### src/rtl/tfve_pkg.sv
// Shared types and constants of the terrain fan vertex emitter.
`timescale 1ns / 1ps

package tfve_pkg;

    localparam int COORD_W    = 23;
    localparam int CFG_IDX_W  = 2;
    localparam int CFG_DATA_W = 9;
    localparam int PPS_W      = 7;
    localparam int PIDX_W     = 6;
    localparam int FIDX_W     = 8;
    localparam int LOD_W      = 3;
    localparam int NUM_LOD    = 8;

    localparam logic [COORD_W-1:0] COORD_MAX = 23'h7FFFFF;

    localparam logic [CFG_IDX_W-1:0] CFG_PATCH_SIZE       = 2'd0;
    localparam logic [CFG_IDX_W-1:0] CFG_PATCHES_PER_SIDE = 2'd1;

    typedef logic [3:0] t_point;

    localparam t_point PT_C  = 4'd0;
    localparam t_point PT_L  = 4'd1;
    localparam t_point PT_LU = 4'd2;
    localparam t_point PT_U  = 4'd3;
    localparam t_point PT_RU = 4'd4;
    localparam t_point PT_R  = 4'd5;
    localparam t_point PT_RD = 4'd6;
    localparam t_point PT_D  = 4'd7;
    localparam t_point PT_LD = 4'd8;

    typedef struct packed {
        logic l;
        logic r;
        logic d;
        logic u;
    } t_keep;

    typedef struct packed {
        logic [COORD_W-1:0] cx;
        logic [COORD_W-1:0] cz;
        logic [COORD_W-1:0] xl;
        logic [COORD_W-1:0] xr;
        logic [COORD_W-1:0] zd;
        logic [COORD_W-1:0] zu;
        t_keep              keep;
    } t_fan;

endpackage

### src/rtl/tfve_size_tbl.sv
// Fan spacing table: one restoring divider fills the spacing for every level of detail.
`timescale 1ns / 1ps

module tfve_size_tbl #(
    parameter int PSW       = 9,
    parameter int FRAC_BITS = 8
) (
    input  logic                                               i_clk,
    input  logic                                               i_rst_n,
    input  logic                                               i_start,
    input  logic [PSW-1:0]                                     i_ps,
    output logic                                               o_busy,
    output logic [tfve_pkg::NUM_LOD-1:0][PSW+FRAC_BITS-1:0]    o_size,
    output logic [tfve_pkg::NUM_LOD-1:0][PSW-1:0]              o_div
);
    import tfve_pkg::*;

    localparam int QW   = PSW + FRAC_BITS;
    localparam int CNTW = $clog2(QW + 1);

    logic                              r_busy;
    logic [LOD_W-1:0]                  r_lod;
    logic [CNTW-1:0]                   r_cnt;
    logic [PSW-1:0]                    r_rem;
    logic [QW-1:0]                     r_dvd;
    logic [QW-1:0]                     r_quo;
    logic [NUM_LOD-1:0][QW-1:0]        r_size;

    logic [PSW-1:0]                    ps_m1;
    logic [PSW-1:0]                    cur_div;
    logic [PSW:0]                      trial;
    logic                              fits;
    logic [PSW-1:0]                    n_rem;
    logic [QW-1:0]                     n_quo;

    always_comb begin
        logic [PSW-1:0] sh;
        ps_m1 = (i_ps == '0) ? '0 : i_ps - 1'b1;
        for (int l = 0; l < NUM_LOD; l++) begin
            sh = ps_m1 >> l;
            o_div[l] = (sh == '0) ? PSW'(1) : sh;
        end
    end

    assign cur_div = o_div[r_lod];
    assign trial   = {r_rem, r_dvd[QW-1]};
    assign fits    = trial >= {1'b0, cur_div};
    assign n_rem   = fits ? PSW'(trial - {1'b0, cur_div}) : trial[PSW-1:0];
    assign n_quo   = {r_quo[QW-2:0], fits};

    always_ff @(posedge i_clk) begin
        if (!i_rst_n || i_start) begin
            r_busy <= 1'b1;
            r_lod  <= '0;
            r_cnt  <= '0;
        end else if (r_busy) begin
            if (r_cnt == CNTW'(QW)) begin
                r_cnt <= '0;
                if (r_lod == LOD_W'(NUM_LOD - 1)) begin
                    r_busy <= 1'b0;
                end else begin
                    r_lod <= r_lod + 1'b1;
                end
            end else begin
                r_cnt <= r_cnt + 1'b1;
            end
        end
    end

    always_ff @(posedge i_clk) begin
        if (r_busy) begin
            if (r_cnt == '0) begin
                r_dvd <= (QW'(i_ps)) << FRAC_BITS;
                r_rem <= '0;
                r_quo <= '0;
            end else begin
                r_dvd <= {r_dvd[QW-2:0], 1'b0};
                r_rem <= n_rem;
                r_quo <= n_quo;
                if (r_cnt == CNTW'(QW)) begin
                    r_size[r_lod] <= n_quo;
                end
            end
        end
    end

    assign o_busy = r_busy;
    assign o_size = r_size;

endmodule

### src/rtl/tfve_geom.sv
// Four-stage pipeline that turns a fan request into its centre, ring coordinates and side flags.
`timescale 1ns / 1ps

module tfve_geom #(
    parameter int PSW       = 9,
    parameter int FRAC_BITS = 8
) (
    input  logic                                               i_clk,
    input  logic                                               i_rst_n,
    input  logic                                               i_valid,
    output logic                                               o_ready,
    input  logic [tfve_pkg::PIDX_W-1:0]                        i_patch_x,
    input  logic [tfve_pkg::PIDX_W-1:0]                        i_patch_z,
    input  logic [tfve_pkg::FIDX_W-1:0]                        i_fan_x,
    input  logic [tfve_pkg::FIDX_W-1:0]                        i_fan_z,
    input  logic [tfve_pkg::LOD_W-1:0]                         i_patch_lod,
    input  logic [tfve_pkg::LOD_W-1:0]                         i_lod_left,
    input  logic [tfve_pkg::LOD_W-1:0]                         i_lod_right,
    input  logic [tfve_pkg::LOD_W-1:0]                         i_lod_down,
    input  logic [tfve_pkg::LOD_W-1:0]                         i_lod_up,
    input  logic [PSW-1:0]                                     i_ps,
    input  logic [tfve_pkg::PPS_W-1:0]                         i_pps,
    input  logic                                               i_tbl_busy,
    input  logic [tfve_pkg::NUM_LOD-1:0][PSW+FRAC_BITS-1:0]    i_size,
    input  logic [tfve_pkg::NUM_LOD-1:0][PSW-1:0]              i_div,
    output logic                                               o_fan_valid,
    output tfve_pkg::t_fan                                     o_fan,
    input  logic                                               i_fan_ready
);
    import tfve_pkg::*;

    localparam int QW = PSW + FRAC_BITS;
    localparam int CW = QW + 10;
    localparam int SW = (CW > COORD_W + 1) ? CW : COORD_W + 1;

    function automatic logic [COORD_W-1:0] sat(input logic [CW-1:0] v);
        if (SW'(v) > SW'(COORD_MAX)) begin
            sat = COORD_MAX;
        end else begin
            sat = COORD_W'(v);
        end
    endfunction

    logic en_a, en_b, en_c, en_d;
    logic r_a_v, r_b_v, r_c_v, r_d_v;

    logic [QW-1:0]     r_a_size;
    logic [PSW+5:0]    r_a_pxps, r_a_pzps;
    logic [FIDX_W-1:0] r_a_fx, r_a_fz;
    t_keep             r_a_keep;

    logic [CW-1:0]     r_b_bx, r_b_bz;
    logic [QW+7:0]     r_b_mx, r_b_mz;
    logic [QW-1:0]     r_b_half;
    t_keep             r_b_keep;

    logic [CW-1:0]     r_c_cx, r_c_cz;
    logic [QW-1:0]     r_c_half;
    t_keep             r_c_keep;

    t_fan              r_d_fan;

    logic [PSW-1:0]    a_dm1;
    logic [PSW+5:0]    a_pxps, a_pzps;
    logic              pl, pr, pd, pu;
    t_keep             a_keep;
    logic [QW+7:0]     b_mx, b_mz;
    logic [QW-1:0]     b_half;
    logic [CW-1:0]     d_xl, d_xr, d_zd, d_zu;

    assign en_d    = !r_d_v || i_fan_ready;
    assign en_c    = !r_c_v || en_d;
    assign en_b    = !r_b_v || en_c;
    assign en_a    = !r_a_v || en_b;
    assign o_ready = en_a && !i_tbl_busy;

    always_comb begin
        a_dm1    = i_div[i_patch_lod] - 1'b1;
        a_pxps   = i_patch_x * i_ps;
        a_pzps   = i_patch_z * i_ps;
        pl       = (i_patch_x == '0) || (i_lod_left <= i_patch_lod);
        pr       = ((8'(i_patch_x) + 8'd1) == 8'(i_pps)) || (i_lod_right <= i_patch_lod);
        pd       = (i_patch_z == '0) || (i_lod_down <= i_patch_lod);
        pu       = ((8'(i_patch_z) + 8'd1) == 8'(i_pps)) || (i_lod_up <= i_patch_lod);
        a_keep.l = (i_fan_x == '0) ? pl : 1'b1;
        a_keep.r = (32'(i_fan_x) >= 32'(a_dm1)) ? pr : 1'b1;
        a_keep.d = (i_fan_z == '0) ? pd : 1'b1;
        a_keep.u = (32'(i_fan_z) >= 32'(a_dm1)) ? pu : 1'b1;
    end

    assign b_mx   = r_a_fx * r_a_size;
    assign b_mz   = r_a_fz * r_a_size;
    assign b_half = r_a_size >> 1;

    assign d_xl = r_c_cx - CW'(r_c_half);
    assign d_xr = r_c_cx + CW'(r_c_half);
    assign d_zd = r_c_cz - CW'(r_c_half);
    assign d_zu = r_c_cz + CW'(r_c_half);

    always_ff @(posedge i_clk) begin
        if (!i_rst_n) begin
            r_a_v <= 1'b0;
            r_b_v <= 1'b0;
            r_c_v <= 1'b0;
            r_d_v <= 1'b0;
        end else begin
            if (en_a) begin
                r_a_v <= i_valid && o_ready;
            end
            if (en_b) begin
                r_b_v <= r_a_v;
            end
            if (en_c) begin
                r_c_v <= r_b_v;
            end
            if (en_d) begin
                r_d_v <= r_c_v;
            end
        end
    end

    always_ff @(posedge i_clk) begin
        if (en_a) begin
            r_a_size <= i_size[i_patch_lod];
            r_a_pxps <= a_pxps;
            r_a_pzps <= a_pzps;
            r_a_fx   <= i_fan_x;
            r_a_fz   <= i_fan_z;
            r_a_keep <= a_keep;
        end
        if (en_b) begin
            r_b_bx   <= ((CW'(r_a_pxps)) << FRAC_BITS) + CW'(b_half);
            r_b_bz   <= ((CW'(r_a_pzps)) << FRAC_BITS) + CW'(b_half);
            r_b_mx   <= b_mx;
            r_b_mz   <= b_mz;
            r_b_half <= b_half;
            r_b_keep <= r_a_keep;
        end
        if (en_c) begin
            r_c_cx   <= r_b_bx + CW'(r_b_mx);
            r_c_cz   <= r_b_bz + CW'(r_b_mz);
            r_c_half <= r_b_half;
            r_c_keep <= r_b_keep;
        end
        if (en_d) begin
            r_d_fan.cx   <= sat(r_c_cx);
            r_d_fan.cz   <= sat(r_c_cz);
            r_d_fan.xl   <= sat(d_xl);
            r_d_fan.xr   <= sat(d_xr);
            r_d_fan.zd   <= sat(d_zd);
            r_d_fan.zu   <= sat(d_zu);
            r_d_fan.keep <= r_c_keep;
        end
    end

    assign o_fan_valid = r_d_v;
    assign o_fan       = r_d_fan;

endmodule

### src/rtl/tfve_strip.sv
// Strip sequencer: walks one fan's ring and drives the registered vertex output.
`timescale 1ns / 1ps

module tfve_strip (
    input  logic                              i_clk,
    input  logic                              i_rst_n,
    input  logic                              i_fan_valid,
    input  tfve_pkg::t_fan                    i_fan,
    output logic                              o_fan_ready,
    output logic                              o_out_valid,
    input  logic                              i_out_ready,
    output logic [tfve_pkg::COORD_W-1:0]      o_vert_x,
    output logic [tfve_pkg::COORD_W-1:0]      o_vert_z,
    output logic                              o_strip_end
);
    import tfve_pkg::*;

    localparam logic [2:0] ST_HEAD0 = 3'd0;
    localparam logic [2:0] ST_HEAD1 = 3'd1;
    localparam logic [2:0] ST_RING  = 3'd2;
    localparam logic [2:0] ST_MID   = 3'd3;
    localparam logic [2:0] ST_CLOSE = 3'd4;

    localparam logic [3:0] SLOT_LAST = 4'd8;
    localparam logic [3:0] SLOT_DONE = 4'd9;

    function automatic t_point slot_pt(input logic [3:0] k, input logic keep_l);
        unique case (k)
            4'd0:    slot_pt = PT_L;
            4'd1:    slot_pt = PT_LU;
            4'd2:    slot_pt = PT_U;
            4'd3:    slot_pt = PT_RU;
            4'd4:    slot_pt = PT_R;
            4'd5:    slot_pt = PT_RD;
            4'd6:    slot_pt = PT_D;
            4'd7:    slot_pt = PT_LD;
            default: slot_pt = keep_l ? PT_L : PT_LU;
        endcase
    endfunction

    function automatic logic [2*COORD_W-1:0] pt_xz(input t_point p, input t_fan f);
        unique case (p)
            PT_L:    pt_xz = {f.xl, f.cz};
            PT_LU:   pt_xz = {f.xl, f.zu};
            PT_U:    pt_xz = {f.cx, f.zu};
            PT_RU:   pt_xz = {f.xr, f.zu};
            PT_R:    pt_xz = {f.xr, f.cz};
            PT_RD:   pt_xz = {f.xr, f.zd};
            PT_D:    pt_xz = {f.cx, f.zd};
            PT_LD:   pt_xz = {f.xl, f.zd};
            default: pt_xz = {f.cx, f.cz};
        endcase
    endfunction

    logic                r_busy;
    logic [2:0]          r_st;
    logic [3:0]          r_k;
    logic                r_pair;
    t_point              r_last;
    t_fan                r_fan;
    logic                r_ov;
    logic [COORD_W-1:0]  r_x, r_z;
    logic                r_end;

    logic [2:0]          n_st;
    logic [3:0]          n_k;
    logic                n_pair;
    logic [3:0]          eff;
    logic                skip;
    t_point              pt;
    logic                last_flag;
    logic                adv, emit, take;

    assign adv         = !r_ov || i_out_ready;
    assign emit        = r_busy && adv;
    assign take        = !r_busy || ((r_st == ST_CLOSE) && adv);
    assign o_fan_ready = take;

    always_comb begin
        case (r_k)
            4'd0:    skip = !r_fan.keep.l;
            4'd2:    skip = !r_fan.keep.u;
            4'd4:    skip = !r_fan.keep.r;
            4'd6:    skip = !r_fan.keep.d;
            default: skip = 1'b0;
        endcase
    end

    always_comb begin
        n_st      = r_st;
        n_k       = r_k;
        n_pair    = r_pair;
        eff       = skip ? r_k + 1'b1 : r_k;
        pt        = PT_C;
        last_flag = 1'b0;
        unique case (r_st)
            ST_HEAD0: n_st = ST_HEAD1;
            ST_HEAD1: n_st = ST_RING;
            ST_RING: begin
                pt  = slot_pt(eff, r_fan.keep.l);
                n_k = eff + 1'b1;
                if (r_pair) begin
                    n_pair = 1'b0;
                    n_st   = ST_MID;
                end else begin
                    n_pair = 1'b1;
                    n_st   = (eff == SLOT_LAST) ? ST_CLOSE : ST_RING;
                end
            end
            ST_MID:   n_st = (r_k == SLOT_DONE) ? ST_CLOSE : ST_RING;
            ST_CLOSE: begin
                pt        = r_last;
                last_flag = 1'b1;
            end
            default: n_st = ST_HEAD0;
        endcase
    end

    always_ff @(posedge i_clk) begin
        if (!i_rst_n) begin
            r_busy <= 1'b0;
            r_st   <= ST_HEAD0;
            r_k    <= '0;
            r_pair <= 1'b0;
            r_ov   <= 1'b0;
        end else begin
            if (take) begin
                r_busy <= i_fan_valid;
                r_st   <= ST_HEAD0;
                r_k    <= '0;
                r_pair <= 1'b0;
            end else if (emit) begin
                r_st   <= n_st;
                r_k    <= n_k;
                r_pair <= n_pair;
            end
            if (emit) begin
                r_ov <= 1'b1;
            end else if (i_out_ready) begin
                r_ov <= 1'b0;
            end
        end
    end

    always_ff @(posedge i_clk) begin
        if (take && i_fan_valid) begin
            r_fan <= i_fan;
        end
        if (emit) begin
            {r_x, r_z} <= pt_xz(pt, r_fan);
            r_end      <= last_flag;
            r_last     <= pt;
        end
    end

    assign o_out_valid = r_ov;
    assign o_vert_x    = r_x;
    assign o_vert_z    = r_z;
    assign o_strip_end = r_end;

endmodule

### src/rtl/terrain_fan_vertex_emitter_core.sv
// Top level of the terrain fan vertex emitter: configuration registers and block assembly.
// A request passes the four geometry stages and the sequencer's fan and vertex registers.
// Throughput: one vertex per cycle while the output channel accepts.
// Requests enter every cycle into the four-stage geometry pipeline until it backs up.
// Reset and every patch size write start a spacing table fill;
// no request is accepted while it runs.
`timescale 1ns / 1ps

module terrain_fan_vertex_emitter_core #(
    parameter int MAX_PATCHES_PER_SIDE = 64,
    parameter int MAX_PATCH_SIZE       = 257,
    parameter int FRAC_BITS            = 8
) (
    input  logic                                  i_clk,
    input  logic                                  i_rst_n,
    input  logic                                  i_in_valid,
    output logic                                  o_in_ready,
    input  logic [tfve_pkg::PIDX_W-1:0]           i_patch_x,
    input  logic [tfve_pkg::PIDX_W-1:0]           i_patch_z,
    input  logic [tfve_pkg::FIDX_W-1:0]           i_fan_x,
    input  logic [tfve_pkg::FIDX_W-1:0]           i_fan_z,
    input  logic [tfve_pkg::LOD_W-1:0]            i_patch_lod,
    input  logic [tfve_pkg::LOD_W-1:0]            i_lod_left,
    input  logic [tfve_pkg::LOD_W-1:0]            i_lod_right,
    input  logic [tfve_pkg::LOD_W-1:0]            i_lod_down,
    input  logic [tfve_pkg::LOD_W-1:0]            i_lod_up,
    output logic                                  o_out_valid,
    input  logic                                  i_out_ready,
    output logic [tfve_pkg::COORD_W-1:0]          o_vert_x,
    output logic [tfve_pkg::COORD_W-1:0]          o_vert_z,
    output logic                                  o_strip_end,
    input  logic                                  i_cfg_valid,
    output logic                                  o_cfg_ready,
    input  logic [tfve_pkg::CFG_IDX_W-1:0]        i_cfg_index,
    input  logic [tfve_pkg::CFG_DATA_W-1:0]       i_cfg_data
);
    import tfve_pkg::*;

    localparam int PSW = $clog2(MAX_PATCH_SIZE + 1);
    localparam int QW  = PSW + FRAC_BITS;

    localparam logic [PSW-1:0]   PS_RESET  = PSW'((MAX_PATCH_SIZE < 17) ? MAX_PATCH_SIZE : 17);
    localparam logic [PPS_W-1:0] PPS_RESET =
        PPS_W'((MAX_PATCHES_PER_SIDE < 16) ? MAX_PATCHES_PER_SIDE : 16);

    logic [PSW-1:0]              r_ps;
    logic [PPS_W-1:0]            r_pps;
    logic [PSW-1:0]              n_ps;
    logic [PPS_W-1:0]            n_pps;
    logic                        cfg_wr;
    logic                        tbl_start;
    logic                        tbl_busy;
    logic [NUM_LOD-1:0][QW-1:0]  tbl_size;
    logic [NUM_LOD-1:0][PSW-1:0] tbl_div;
    logic                        fan_valid;
    logic                        fan_ready;
    t_fan                        fan;

    assign o_cfg_ready = 1'b1;
    assign cfg_wr      = i_cfg_valid && o_cfg_ready;
    assign tbl_start   = cfg_wr && (i_cfg_index == CFG_PATCH_SIZE);

    assign n_ps  = (32'(i_cfg_data) > 32'(MAX_PATCH_SIZE)) ?
                   PSW'(MAX_PATCH_SIZE) : PSW'(i_cfg_data);
    assign n_pps = (32'(i_cfg_data[PPS_W-1:0]) > 32'(MAX_PATCHES_PER_SIDE)) ?
                   PPS_W'(MAX_PATCHES_PER_SIDE) : i_cfg_data[PPS_W-1:0];

    always_ff @(posedge i_clk) begin
        if (!i_rst_n) begin
            r_ps  <= PS_RESET;
            r_pps <= PPS_RESET;
        end else if (cfg_wr) begin
            unique case (i_cfg_index)
                CFG_PATCH_SIZE:       r_ps  <= n_ps;
                CFG_PATCHES_PER_SIDE: r_pps <= n_pps;
                default: ;
            endcase
        end
    end

    tfve_size_tbl #(
        .PSW       (PSW),
        .FRAC_BITS (FRAC_BITS)
    ) u_size_tbl (
        .i_clk   (i_clk),
        .i_rst_n (i_rst_n),
        .i_start (tbl_start),
        .i_ps    (r_ps),
        .o_busy  (tbl_busy),
        .o_size  (tbl_size),
        .o_div   (tbl_div)
    );

    tfve_geom #(
        .PSW       (PSW),
        .FRAC_BITS (FRAC_BITS)
    ) u_geom (
        .i_clk       (i_clk),
        .i_rst_n     (i_rst_n),
        .i_valid     (i_in_valid),
        .o_ready     (o_in_ready),
        .i_patch_x   (i_patch_x),
        .i_patch_z   (i_patch_z),
        .i_fan_x     (i_fan_x),
        .i_fan_z     (i_fan_z),
        .i_patch_lod (i_patch_lod),
        .i_lod_left  (i_lod_left),
        .i_lod_right (i_lod_right),
        .i_lod_down  (i_lod_down),
        .i_lod_up    (i_lod_up),
        .i_ps        (r_ps),
        .i_pps       (r_pps),
        .i_tbl_busy  (tbl_busy),
        .i_size      (tbl_size),
        .i_div       (tbl_div),
        .o_fan_valid (fan_valid),
        .o_fan       (fan),
        .i_fan_ready (fan_ready)
    );

    tfve_strip u_strip (
        .i_clk       (i_clk),
        .i_rst_n     (i_rst_n),
        .i_fan_valid (fan_valid),
        .i_fan       (fan),
        .o_fan_ready (fan_ready),
        .o_out_valid (o_out_valid),
        .i_out_ready (i_out_ready),
        .o_vert_x    (o_vert_x),
        .o_vert_z    (o_vert_z),
        .o_strip_end (o_strip_end)
    );

`ifndef ASSERT_OFF
    a_no_accept_during_fill: assert property (@(posedge i_clk) disable iff (!i_rst_n)
        o_in_ready |-> !tbl_busy)
        else $error("request accepted while the spacing table is being filled");

    a_fan_held: assert property (@(posedge i_clk) disable iff (!i_rst_n)
        (fan_valid && !fan_ready) |=> (fan_valid && $stable(fan)))
        else $error("stalled fan changed before the sequencer took it");

    a_reset_empty: assert property (@(posedge i_clk)
        !i_rst_n |=> (!o_out_valid && !fan_valid))
        else $error("pipeline not empty after reset");
`endif

endmodule
### config.mk
export PLATFORM = sky130hd
export DESIGN_NAME = terrain_fan_vertex_emitter_core
export DESIGN_NICKNAME = d
export VERILOG_FILES = /design/src/rtl/tfve_pkg.sv /design/src/rtl/tfve_size_tbl.sv /design/src/rtl/tfve_geom.sv /design/src/rtl/tfve_strip.sv /design/src/rtl/terrain_fan_vertex_emitter_core.sv
export SDC_FILE = /design/constraint.sdc
export NUM_CORES = 2
export LEC_CHECK = 0
export BUFFER_PORTS_ARGS = -buffer_cell sky130_fd_sc_hd__buf_2
export CAP_MARGIN = 20
export CORE_ASPECT_RATIO = 1.1
export CORE_UTILIZATION = 55
export DETAILED_ROUTE_END_ITERATION = 8
export PLACE_DENSITY = 0.78
export SYNTH_ARGS = -nofsm -noshare
export SYNTH_HDL_FRONTEND = slang
export SYNTH_HIERARCHICAL = 1
export SYNTH_SLANG_ARGS = --single-unit
### constraint.sdc
create_clock -name i_clk -period 8.35 [get_ports i_clk]
set_clock_uncertainty 0.2 [all_clocks]
set_input_delay 0.835 -clock i_clk [delete_from_list [all_inputs] [get_ports i_clk]]
set_output_delay 0.835 -clock i_clk [all_outputs]
set_load 0.005 [all_outputs]
; ---- Word level (Yosys, flattened, before mapping)
; Index checks and enable logic that the tools add are counted.
; Widths: inputs -> output; s select.
[totals]
word_cells = 243
reg_bits = 817
[op_classes]
reduce_logical = 56
mux = 40
addsub = 17
n_bitwise = 4
n_eq_ne = 29
magnitude_cmp = 18
mul = 4
[ops]
columns = op, n
row1 = $pmux 46 s8, 1
row2 = $gt 27x23->1 const B, 6
row3 = $bwmux 136, 1
row4 = $logic_not 9->1, 9
row5 = $add 27x16->27, 2
row6 = $add 27x25->27, 2
row7 = $bmux 9 s3, 2
row8 = $mux 9, 6
row9 = $sub 27x16->27, 2
row10 = $bmux 17 s3, 1
row11 = $demux 17 s3, 1
row12 = $mux 17, 3
row13 = $mul 8x17->25, 2
row14 = $add 23x16->24, 2
row15 = $eq 4x3->1 const B, 10
row16 = $pmux 4 s8, 1
row17 = $mul 6x9->15, 2
row18 = $eq 4x2->1 const B, 5
row19 = $ge 8x9->1, 2
row20 = $sub 9x1->9 const B, 2
row21 = $eq 8x7->1, 2
row22 = $logic_not 8->1, 2
row23 = $pmux 3 s5, 1
row24 = $add 6x1->7 const B, 2
row25 = 40 further kinds, 99

; ---- Logic depth before layout (Yosys ltp)
[depth]
word_depth = 10
ltp_mapped = 20

; ---- By module
; Netlist, hierarchy kept.
[modules_own_cells]
columns = module, cells_per_inst, area_per_inst_um2, instances, seq_area_each_um2
row1 = tfve_geom, 3176, 33510.9, 1, 11581.1
row2 = tfve_strip, 446, 7558.5, 1, 5995.8
row3 = tfve_size_tbl, 509, 7514.7, 1, 5285.1
row4 = terrain_fan_vertex_emitter_core, 76, 669.4, 1, 320.3

; ---- Least setup slack after synthesis
; OpenSTA, ideal clock, no wires.
[synth_path]
path_kind = register to register
from = reg u_geom.r_a_fx[7]
to = reg u_geom.r_b_mx[24] (data pin)
path_stages_with_launch = 19
n_path_buf = 1
setup_time_ps = 260
setup_slack_ps = 2918
required_ps = 7890
t_arrival_ps = 4972
path_cell_list = edfxtp_1 -> clkbuf_1 -> and2_1 -> fa_1 -> fa_1 -> fa_1 -> inv_1 -> fa_1 -> inv_1 -> ha_1 -> a21o_1 -> a211oi_1 -> o21bai_1 -> o311a_1 -> a311oi_1 -> o21ai_0 -> o21a_1 -> nor2_1 -> xnor2_1
[synth_via]
elab_chain_len = 1
[synth_rtl]
columns = element, line_no
row1 = from (decl), tfve_geom.sv:49  ; logic [FIDX_W-1:0] r_a_fx, r_a_fz;
row2 = from (signal assigned), tfve_geom.sv:127  ; r_a_fx <= i_fan_x;
row3 = $mul 8x17->25, tfve_geom.sv:91  ; assign b_mx = r_a_fx * r_a_size;
row4 = via u_geom.b_mx[24], tfve_geom.sv:67  ; logic [QW+7:0] b_mx, b_mz;
row5 = to (signal assigned), tfve_geom.sv:134  ; r_b_mx <= b_mx;
row6 = to (decl), tfve_geom.sv:53  ; logic [QW+7:0] r_b_mx, r_b_mz;
; The timed path passes the listed nets, and every way through them passes these cells.
; A chain may end at the register's enable or synchronous reset.

; ---- Worst setup path after layout
[layout_path]
from = reg u_geom.r_a_size[3]
to = reg u_geom.r_b_mz[24] (data pin)
[layout_via]
elab_chain_len = 1
[layout_rtl]
columns = element, line_no
row1 = from (decl), tfve_geom.sv:47  ; logic [QW-1:0] r_a_size;
row2 = from (signal assigned), tfve_geom.sv:124  ; r_a_size <= i_size[i_patch_lod];
row3 = $mul 8x17->25, tfve_geom.sv:92  ; assign b_mz = r_a_fz * r_a_size;
row4 = via u_geom.b_mz[24], tfve_geom.sv:67
row5 = to (signal assigned), tfve_geom.sv:135  ; r_b_mz <= b_mz;
row6 = to (decl), tfve_geom.sv:53
; The timed path passes the listed nets, and every way through them passes these cells.

==> results.md <==
Synth:
- Counting instances in the post-synthesis netlist gives the leading cell types as 746 x edfxtp_1, 401 x nand2_1, 399 x inv_1, 320 x ha_1, 286 x and2_1.
- The most used flip-flop cell after synthesis is edfxtp_1.
- Yosys printed 6 warnings.
- By area the synthesized netlist is led by edfxtp_1 45%, fa_1 10%, ha_1 8.1%.
- The synthesized area per cell is 11.7 um^2.
- After technology mapping, the gate count stands at 4,207.
- In this run, synthesis produced a sequential element count of 785.
- Of the post-synthesis cell area, the dominant cell type holds 45.5%.
- The async set or reset register ratio after synthesis is 0%.
- The register area share after synthesis is 47.1%.
- The count of unique library cells instantiated by Yosys is 103.
- The number of flops mapped to enable cells by yosys is 746.
- edfxtp_1 is the most common cell in the netlist.
- edfxtp_1 takes more of the synthesized area than any other cell.
- Summing every instance area after synthesis gives 49,300 um^2.

Clock network:
- The number of buffers inserted during clock tree synthesis is 81.
- The maximum count of clock buffers along a single path is 3.
- The number of clock sinks is 785.
- The cell sitting at the root of the clock tree is a clkbuf_16.
- Once the clock tree was built, the setup fixing pass inserted 0 buffers.
- The number of levels the H-tree was split into is 3.
- The TritonCTS clock tree is done.
- The insertion delay of the later-clocked pin in the worst-skew pair is 660 ps.
- The total of hold buffers inserted after clock tree synthesis is 0.
- The count of instances resized after the clock tree is built is 0.
- The clock transition at the register clock pins on the worst setup and hold paths after CTS is 60 ps.

Floorplanning:
- The area of the core region is 88,300 um^2.
- The number of ports placed on the die boundary is 109.
- The floorplan step defined a die boundary enclosing 90,800 um^2.
- Once the floorplan was initialized, standard cells occupied 55.8% of the core.
- In this run the vertical extent of the chip is 316 um.
- The die extent in x is 287 um.
- The number of placement rows is 114.

Global route:
- Global routing finished with a remaining overflow of 0.
- The largest net degree at the start of global routing is 91.
- The first-pass GRT wire length is 164,000 um.
- Global routing used 22.9% of the available tracks across all layers.
- The via count of the first global-routing pass was 31,000.
- The initial antenna violation count is 3.

Critical path:
- The worst register-to-register path has a depth of 18.
- Among the stages of the critical path, the cell type that occurs most often is fa_1.
- The end of the worst register-to-register path is u_geom/r_b_mz[24].
- The gate family responsible for the most delay along the worst path is adder cells.
- The slowest stage cell on the critical path is edfxtp_1.
- The buffering stage count on the worst path with inverters included is 3.
- The setup check on the worst reg-to-reg path leaves a slack of 2320 ps.
- STA puts the critical path data required time at 8530 ps.
- The critical path in this run is classified as flip-flop to flip-flop.
- The signal on the critical path passes through nand2_1, fa_1, fa_1, inv_1, fa_1, inv_1, fa_1, inv_1, ha_1, a21oi_1, o211ai_1, o311ai_0, a31oi_1, a41o_1, nor3_1, o21bai_1, a21oi_1, xnor2_1.
- STA classifies the critical path startpoint as a flip-flop.
- Data arrives at the worst endpoint at 6200 ps.
- On the worst path, the slowest cell contributes a delay of 710 ps.
- STA classifies the critical path endpoint as a flip-flop.
- In this run the critical register-to-register path is launched from u_geom/r_a_size[3].
- Of all nets on the critical path, the largest fanout is 17.

STA:
- Adding up every negative setup slack in the final design gives 0 ps.
- The max-slew violation count came to 0.
- For the finished layout, the period the worst path requires is 6030 ps.
- Measured against its own limit, the worst slew margin works out to 30.3%.
- At the pin with the least slew margin, the transition time is 1040 ps.
- The total of endpoints with negative setup slack in the final report is 0.
- The peak clock frequency supported by timing is 166 MHz.
- After layout, the worst path uses 72.2% of the clock period.
- The final hold violation count was 0.
- Setup repair after global routing left no endpoint under its margin.

Placed design:
- The HPWL after detailed placement is 74,500 um.
- Routability-driven placement finished with a final weighted congestion of 0.935.
- The total of buffers placed on input and output ports is 107.
- Including well taps, the total number of placed cells is 5,340.

Pwr:
- The maximum resistive drop on vdd is 0.174 mV.
- In this run the power density over the cells is 292 nW/um^2.
- The leakage component of the power is 0.0219 uW.

Finish:
- The final standard cell count with taps included and fillers excluded is 5,495.
- The area used by multi-input combinational logic is 23,700 um^2.
- The core utilization of the finished layout is 60.5%.
- Counting the fill cells in the layout gives 6,787.
- The flip-flop and latch area is 23,200 um^2.
- The layout cell share with drive strength beyond 1 is 9.12%.
- The synthesis-to-layout area growth is 8.53%.
- The final net count is 4,894.

Drt:
- After detailed routing, the total wire length is 102,000 um.
- The final routed DRC violation total is 0.
- The number of optimization iterations in the first detailed-route pass is 6.
- The routed length per instance is 18.6 um.
- The average via count per standard cell is 5.64.
- The number of vias in the routed layout is 31,000.
- The starting DRC count in detailed routing is 2,042.
- The detail route stage leaves a number of antenna-violating nets equal to 0.

Worst hold path:
- The startpoint identified for the worst hold timing path is u_geom/o_fan[13].
- The path class of the tightest hold or removal check is flip-flop to flip-flop.
- The number of cells traversed by the worst hold path is 0.
- The endpoint of the worst hold-timing path is u_strip/r_fan[13].

Outcome:
- The flow ran to the end, and the final reports show no timing, DRC or antenna violations.

Job:
- The number of violations of the max-capacitance limit is 0.
[stage by stage]
stage	instance area, um^2	power [uW]	setup slack (ps)	hold slack [ps]
3_3_place_gp	50600	11800	2520	200
6_report	53500	15600	2320	209
5_1_grt	53500	16700	1860	212
4_1_cts	53400	15700	2320	205
3_5_place_dp	50700	12000	2400	205
2_1_floorplan	49400	10600	2920	200
[worst reg2reg max path, cell delays in order (launching register included)]
cell and delay [ps]:
edfxtp_1 710, nand2_1 190, fa_1 520, fa_1 490, inv_1 60, fa_1 540
inv_1 60, fa_1 530, inv_1 40, ha_1 350, a21oi_1 170, o211ai_1 150
o311ai_0 580, a31oi_1 250, a41o_1 310, nor3_1 210, o21bai_1 110, a21oi_1 190
xnor2_1 80
[sequential cells by signal, indices dropped and copies added (netlist names), 8 cells and up]
signal,cells
u_strip/r_fan,142
r_ps,9
u_geom/r_a_pzps,15
u_geom/o_fan,142
u_geom/r_a_fz,8
u_geom/r_c_cz,26
u_geom/r_b_mz,25
u_geom/r_a_pxps,15
u_size_tbl/r_quo,16
u_geom/r_b_bx,16
u_size_tbl/r_rem,9
u_strip/o_vert_x,23
u_geom/r_b_mx,25
u_geom/r_c_half,16
u_geom/r_a_fx,8
u_size_tbl/r_dvd,9
u_geom/r_c_cx,26
u_geom/r_a_size,17
u_geom/r_b_half,16
u_geom/r_b_bz,16
u_size_tbl/o_size,136
u_strip/o_vert_z,23
[worst max-delay path by stage]
| stage | start | to | slack, ps | cells past startpoint |
|---|---|---|---|---|
| after detailed placement | u_geom/r_a_size[9] | u_geom/r_b_mx[24] | 2400 | 17 |
| after global routing | u_geom/r_a_fz[7] | u_geom/r_b_mz[24] | 1860 | 18 |
| after global placement | u_geom/r_a_size[9] | u_geom/r_b_mx[24] | 2520 | 17 |
| after floorplan | u_geom/r_a_fx[7] | u_geom/r_b_mx[24] | 2920 | 18 |
| after CTS | u_geom/r_a_size[3] | u_geom/r_b_mz[24] | 2320 | 18 |
| final | u_geom/r_a_size[3] | u_geom/r_b_mz[24] | 2320 | 18 |
[layout make-up]
cell class | count | share of cell area, %
diodes | 2 | 0.00936
clock buffers | 96 | 3.94
clock inverters | 52 | 1.10
inverters | 403 | 2.84
multi-input cells | 2855 | 44.4
flip-flops and latches | 785 | 43.4
well taps | 1160 | 2.72
repair buffers | 142 | 1.62
[power by group]
part,internal (uW),total [uW],switching [uW]
combinational,2570,6040,3470
sequential,5490,5920,431
clock,2130,3640,1510
total,10200,15600,5410
[cells in the final DEF, fill, tap and decap left out, types with 81 or more instances in the layout]
| master | instances |
|---|---|
| edfxtp_1 | 746 |
| nand2_1 | 399 |
| inv_1 | 396 |
| ha_1 | 320 |
| and2_1 | 285 |
| fa_1 | 247 |
| nor2_1 | 198 |
| xnor2_1 | 159 |
| a21oi_1 | 157 |
| buf_2 | 107 |
| o21ai_0 | 104 |
| nand2b_1 | 98 |
| clkbuf_16 | 82 |
| nor2b_1 | 81 |
[per-layer routing]
metal  GRT usage (%)  wire, um
met5               0        26
met3            3.20      5560
met4            9.25      3890
met2            39.8     51100
met1            28.9     41700
[cell families (layout without fill, tap and decap cells)]
family	Yosys count	in the layout	share of synthesized area, %
and+or+nand+nor	1313	1313	13.6
muxes	91	91	3.21
other	2	31	0.0152
AOI/OAI and AO/OA	638	638	8.98
xor gates and xnor gates	217	217	3.86
DFF	785	785	47.1
buffers and inverters	594	693	5.07
adders and majority gates	567	567	18.2
No activity file was read; power rests on OpenSTA's default activity.
